$ cat config.mk
export PLATFORM = sky130hd
export DESIGN_NAME = lpht_ctrl
export DESIGN_NICKNAME = d
export VERILOG_FILES = /design/src/rtl/core/lpht_pkg.sv /design/src/rtl/core/lpht_ctrl.sv
export SDC_FILE = /design/constraint.sdc
export NUM_CORES = 1
export LEC_CHECK = 0
export BUFFER_PORTS_ARGS = -buffer_cell sky130_fd_sc_hd__buf_2
export CORE_MARGIN = 3
export CORE_UTILIZATION = 47
export DETAILED_ROUTE_END_ITERATION = 7
export GPL_TIMING_DRIVEN = 0
export PLACE_DENSITY = 0.84
export SYNTH_ARGS = -nofsm -noshare
export SYNTH_HDL_FRONTEND = slang
export SYNTH_SLANG_ARGS = --single-unit
$ cat constraint.sdc
create_clock -name clk -period 2.6 [get_ports clk]
set_input_delay 0.26 -clock clk [delete_from_list [all_inputs] [get_ports clk]]
set_output_delay 0.26 -clock clk [all_outputs]
set_load 0.03 [all_outputs]
$ cat src/rtl/core/lpht_pkg.sv
`timescale 1ns / 1ps
`default_nettype none

package lpht_pkg;

    // request actions
    localparam logic [1:0] ACT_PUT  = 2'd0;
    localparam logic [1:0] ACT_GET  = 2'd1;
    localparam logic [1:0] ACT_DEL  = 2'd2;
    localparam logic [1:0] ACT_LAZY = 2'd3;

    // result status codes
    localparam logic [2:0] ST_INSERTED = 3'd0;
    localparam logic [2:0] ST_UPDATED  = 3'd1;
    localparam logic [2:0] ST_HIT      = 3'd2;
    localparam logic [2:0] ST_MISS     = 3'd3;
    localparam logic [2:0] ST_FULL     = 3'd4;
    localparam logic [2:0] ST_DELETED  = 3'd5;

    // slot write kinds
    localparam logic [2:0] WR_CLEAR   = 3'd0;
    localparam logic [2:0] WR_PUT     = 3'd1;
    localparam logic [2:0] WR_LAZY    = 3'd2;
    localparam logic [2:0] WR_EMPTY_P = 3'd3;
    localparam logic [2:0] WR_EMPTY_W = 3'd4;
    localparam logic [2:0] WR_PLACE   = 3'd5;

    localparam int CFG_W = 11;
    localparam logic [CFG_W-1:0] TABLE_SIZE_RESET = 11'd16;

    typedef struct packed {
        logic       load_req;
        logic       mod_start;
        logic       mod_sel_walk;
        logic       p_home;
        logic       p_inc;
        logic       cnt_clr;
        logic       cnt_inc;
        logic       rd_en;
        logic       rd_sel_w;
        logic       wr_en;
        logic [2:0] wr_sel;
        logic       occ_inc;
        logic       occ_dec;
        logic       w_load;
        logic       w_inc;
        logic       n_clr;
        logic       n_inc;
        logic       clr_inc;
        logic       pend_load;
        logic [2:0] pend_status;
        logic       pend_hit;
        logic       out_load;
    } lpht_cmd_t;

    typedef struct packed {
        logic       mod_busy;
        logic       slot_occ;
        logic       key_match;
        logic       slot_valid;
        logic       probe_last;
        logic       full;
        logic       walk_last;
        logic       clr_last;
        logic       out_free;
        logic [1:0] action;
    } lpht_sts_t;

endpackage

`default_nettype wire

$ cat src/rtl/core/lpht_ctrl.sv
`timescale 1ns / 1ps
`default_nettype none

module lpht_ctrl (
    input  wire logic                clk,
    input  wire logic                rst_n,
    input  wire logic                in_valid,
    output logic                     in_ready,
    output lpht_pkg::lpht_cmd_t      cmd,
    input  wire lpht_pkg::lpht_sts_t sts
);
    import lpht_pkg::*;

    localparam logic [3:0] S_CLR   = 4'd0;
    localparam logic [3:0] S_IDLE  = 4'd1;
    localparam logic [3:0] S_HASH  = 4'd2;
    localparam logic [3:0] S_FRD   = 4'd3;
    localparam logic [3:0] S_FCHK  = 4'd4;
    localparam logic [3:0] S_DNEXT = 4'd5;
    localparam logic [3:0] S_DRD   = 4'd6;
    localparam logic [3:0] S_DCHK  = 4'd7;
    localparam logic [3:0] S_DHASH = 4'd8;
    localparam logic [3:0] S_PRD   = 4'd9;
    localparam logic [3:0] S_PCHK  = 4'd10;
    localparam logic [3:0] S_DONE  = 4'd11;

    logic [3:0] state_reg;
    logic [3:0] state_next;
    logic       found;
    logic       live;

    assign in_ready = (state_reg == S_IDLE);
    assign found    = sts.slot_occ && sts.key_match;
    assign live     = found && sts.slot_valid;

    always_comb
    begin
        cmd        = '0;
        state_next = state_reg;
        case (state_reg)
            S_CLR:
            begin
                cmd.wr_en   = 1'b1;
                cmd.wr_sel  = WR_CLEAR;
                cmd.clr_inc = 1'b1;
                if (sts.clr_last)
                begin
                    state_next = S_IDLE;
                end
            end
            S_IDLE:
            begin
                if (in_valid)
                begin
                    cmd.load_req  = 1'b1;
                    cmd.mod_start = 1'b1;
                    state_next    = S_HASH;
                end
            end
            S_HASH:
            begin
                if (!sts.mod_busy)
                begin
                    cmd.p_home  = 1'b1;
                    cmd.cnt_clr = 1'b1;
                    state_next  = S_FRD;
                end
            end
            S_FRD:
            begin
                cmd.rd_en  = 1'b1;
                state_next = S_FCHK;
            end
            S_FCHK:
            begin
                if (!sts.slot_occ || found || sts.probe_last)
                begin
                    cmd.pend_load   = 1'b1;
                    cmd.pend_status = ST_MISS;
                    state_next      = S_DONE;
                    case (sts.action)
                        ACT_PUT:
                        begin
                            if (found)
                            begin
                                cmd.wr_en       = 1'b1;
                                cmd.wr_sel      = WR_PUT;
                                cmd.pend_status = ST_UPDATED;
                            end
                            else if (!sts.slot_occ && !sts.full)
                            begin
                                cmd.wr_en       = 1'b1;
                                cmd.wr_sel      = WR_PUT;
                                cmd.occ_inc     = 1'b1;
                                cmd.pend_status = ST_INSERTED;
                            end
                            else
                            begin
                                cmd.pend_status = ST_FULL;
                            end
                        end
                        ACT_GET:
                        begin
                            if (live)
                            begin
                                cmd.pend_status = ST_HIT;
                                cmd.pend_hit    = 1'b1;
                            end
                        end
                        ACT_LAZY:
                        begin
                            if (live)
                            begin
                                cmd.wr_en       = 1'b1;
                                cmd.wr_sel      = WR_LAZY;
                                cmd.pend_status = ST_DELETED;
                            end
                        end
                        default:
                        begin
                            if (live)
                            begin
                                cmd.wr_en       = 1'b1;
                                cmd.wr_sel      = WR_EMPTY_P;
                                cmd.occ_dec     = 1'b1;
                                cmd.w_load      = 1'b1;
                                cmd.n_clr       = 1'b1;
                                cmd.pend_status = ST_DELETED;
                                state_next      = S_DNEXT;
                            end
                        end
                    endcase
                end
                else
                begin
                    cmd.p_inc   = 1'b1;
                    cmd.cnt_inc = 1'b1;
                    state_next  = S_FRD;
                end
            end
            S_DNEXT:
            begin
                cmd.w_inc = 1'b1;
                cmd.n_inc = 1'b1;
                state_next = sts.walk_last ? S_DONE : S_DRD;
            end
            S_DRD:
            begin
                cmd.rd_en    = 1'b1;
                cmd.rd_sel_w = 1'b1;
                state_next   = S_DCHK;
            end
            S_DCHK:
            begin
                if (!sts.slot_occ)
                begin
                    state_next = S_DONE;
                end
                else
                begin
                    cmd.wr_en        = 1'b1;
                    cmd.wr_sel       = WR_EMPTY_W;
                    cmd.mod_start    = 1'b1;
                    cmd.mod_sel_walk = 1'b1;
                    state_next       = S_DHASH;
                end
            end
            S_DHASH:
            begin
                if (!sts.mod_busy)
                begin
                    cmd.p_home = 1'b1;
                    state_next = S_PRD;
                end
            end
            S_PRD:
            begin
                cmd.rd_en  = 1'b1;
                state_next = S_PCHK;
            end
            S_PCHK:
            begin
                if (!sts.slot_occ)
                begin
                    cmd.wr_en  = 1'b1;
                    cmd.wr_sel = WR_PLACE;
                    state_next = S_DNEXT;
                end
                else
                begin
                    cmd.p_inc  = 1'b1;
                    state_next = S_PRD;
                end
            end
            S_DONE:
            begin
                if (sts.out_free)
                begin
                    cmd.out_load = 1'b1;
                    state_next   = S_IDLE;
                end
            end
            default:
            begin
                state_next = S_IDLE;
            end
        endcase
    end

    always_ff @(posedge clk or negedge rst_n)
    begin
        if (!rst_n)
        begin
            state_reg <= S_CLR;
        end
        else
        begin
            state_reg <= state_next;
        end
    end
endmodule

`default_nettype wire

==> results.txt <==
n_diodes - 0
core area - 0.001399 sq mm
Setup Total Neg Slack - 0 ns
die area - 0.002104 sq mm
Worst EP required - 2.34 ns
fin. max-slew vios - 0
root buf cell - clkbuf_4
Rows - 13
final antenna-violating net count - 0
most used cell along the critical path - nand2b_4
depth of the CTS H-tree - 1
crit end category - primary output
Gates resized, CTS repair - 0
clk buf depth - 2
Slew headroom - 68.49%
GPL Wtd Cong - 0.8059
CP Launch Type - flop
worst slew pin tran - 0.4727 ns
GRT Util Overall - 22.93%
Yosys reg bits - 4
DR DRC count - 0
Syn Inst Count - 110
Routed WL per cell - 13.38 microns
TritonCTS Sinks - 4
Highest Clock Rate - 441.1 MHz
fill count - 121
Min Hold Slack - 0.3656 ns
Avg Inst Size Synth - 6.791 sq um
Area Growth Syn to Fin - 33.67%
grt ovf - 0
Unique masters post-synth - 43
global-route wire length before repair - 3498 microns
port bufs - 40
vias per cell - 5.888
Leak - 0.5281 nW
Starting Density - 53.40%
CP max stage delay - 0.37 ns
highest-delay cell along the critical path - dfrtp_1
DRT iter0 DRCs - 39
final setup vio count - 0
run status - complete, no violations
Worst-path clk slew - 0.05 ns
postcts setup bufs - 0
Max Fanout on Critical Path - 9
critical path type - flop to primary output
vias in the first global route - 796
main flop type after synthesis - dfrtp_1
synth warn - 0
DRT Wirelength - 2261 microns
synthesized cell area - 747.0 sq um
min Tclk post-route - 2.267 ns
multi-input combinational cell area - 564.3 sq um
vias - 995
clk_skew - 0.01314 ns
Worst Hold Class - primary input to asynchronous set/reset pin
storage element area - 100.1 sq um
share of cells above drive strength 1 - 36.36%
dpl hpwl - 1742 microns
Synth top area share - 13.40%
I/O pins - 41
number of max-cap violations - 0
CTS buffer count - 3
post-route cell area - 998.5 sq um
pin count of the biggest net entering global routing - 11
Synthesized Nets - 124
die width - 45.87 microns
max FFs per register - 4
RSZ-0062 raised after global routing - no
CTS tree - done
Worst-Skew Late Latency - 0.25 ns
Synth area leader - dfrtp_1
initial antenna violation count - 0
drt first pass iters - 4
maximum VDD drop - 590.1 uV
Seq/Total Area, Yosys - 13.40%
Final Hold Fails - 0
Worst Path Buf+Inv - 2
placed standard-cell area - 965.9 sq um
Final Util - 71.38%
Post-layout nets - 170
CP cell instances - buf_6 -> nand2b_4 -> or3_4 -> nand2b_4 -> o31ai_4 -> or4_1 -> buf_2
worst path arrival time - 2.01 ns
hold-fix buffer count after cts - 1
EDFF count, synth - 0
Final Cycle Share - 87.19%
chip height - 45.87 microns
Async SR Flop Fraction - 100.0%
top cells by area, synth - dfrtp_1 13%, nor2_1 7.5%, nand2b_1 5.0%
family with the most delay on the worst path - simple AND/OR/NAND/NOR gates
PwrDens - 963.7 mW/mm^2
-- synthesized netlist by cell type, types with 3 or more instances --
cell	instances
buf_4	3
o22ai_1	3
dfrtp_1	4
inv_1	5
a31oi_1	3
nand2_1	6
nand2b_1	6
a21oi_1	6
o21ai_0	6
nor3_1	6
nor2_1	15
buf_2	3
clkbuf_1	3
-- worst paths after layout --
path / slack (ns) / endpoint / cells past startpoint / start
max in group asynchronous: 2.10 / state_reg[1] / 2 / rst_n
worst max register to register: 0.93 / state_reg[1] / 6 / state_reg[1]
worst max-delay path: 0.33 / cmd[16] / 7 / state_reg[3]
worst min-delay path: 0.37 / state_reg[2] / 2 / rst_n
worst min register to register: 0.85 / state_reg[1] / 4 / state_reg[1]
min in group clk: 0.44 / state_reg[0] / 4 / sts[2]
-- cell families (layout without fill, tap and decap cells) --
logic type / Yosys count / after routing / synth area share, %
and+or+nand+nor: 56 / 56 / 42.38
AOI/OAI and AO/OA: 30 / 30 / 28.14
buffers and inverters: 16 / 60 / 11.05
DFF: 4 / 4 / 13.40
xor gates and xnor gates: 2 / 2 / 2.345
muxes: 2 / 2 / 2.680
-- layout make-up --
class                      count  area share (%)
clock buffer                   3           2.256
sequential                     4           10.03
timing repair buffer          41           21.05
multi-input combinational     90           56.52
tap                           15           1.880
buffer                        11           6.391
inverter                       5           1.880
-- report_power, final --
group | leakage [nW] | internal, W | total (W) | switching [W]
clock | 0.0138 | 0.0000520 | 0.0000834 | 0.0000314
sequential | 0.0503 | 0.0000897 | 0.000117 | 0.0000275
combinational | 0.464 | 0.000269 | 0.000762 | 0.000493
total | 0.528 | 0.000411 | 0.000962 | 0.000551
-- per-layer routing --
layer  track usage [%]  up-vias  part of all wire [%]
met5                 0        -                     0
met4             6.818        0                   1.3
met1             29.44      439                    41
met3             5.929        6                    12
met2             37.09       61                    46
li1                  -      489                     -
-- stage by stage --
stage / setup slack [ns] / total power (W) / std cells
after floorplan: 0.2730 / 0.0006910 / 110
after global placement: 0.6168 / 0.0008578 / 165
after detailed placement: 0.6016 / 0.0008638 / 165
after CTS: 0.3297 / 0.0009512 / 169
after global routing: 0.2153 / 0.001041 / 169
final: 0.3329 / 0.0009622 / 169
-- placed cells by master (no fill, tap or decap), types with 3 or more instances in the layout --
cell       n
buf_2     43
nor2_1    15
nand2b_1   6
nor3_1     6
nand2_1    6
o21ai_0    6
a21oi_1    6
inv_1      5
dfrtp_1    4
clkbuf_1   3
a31oi_1    3
o22ai_1    3
buf_4      3
clkbuf_4   3
No activity file was read; power rests on OpenSTA's default activity.
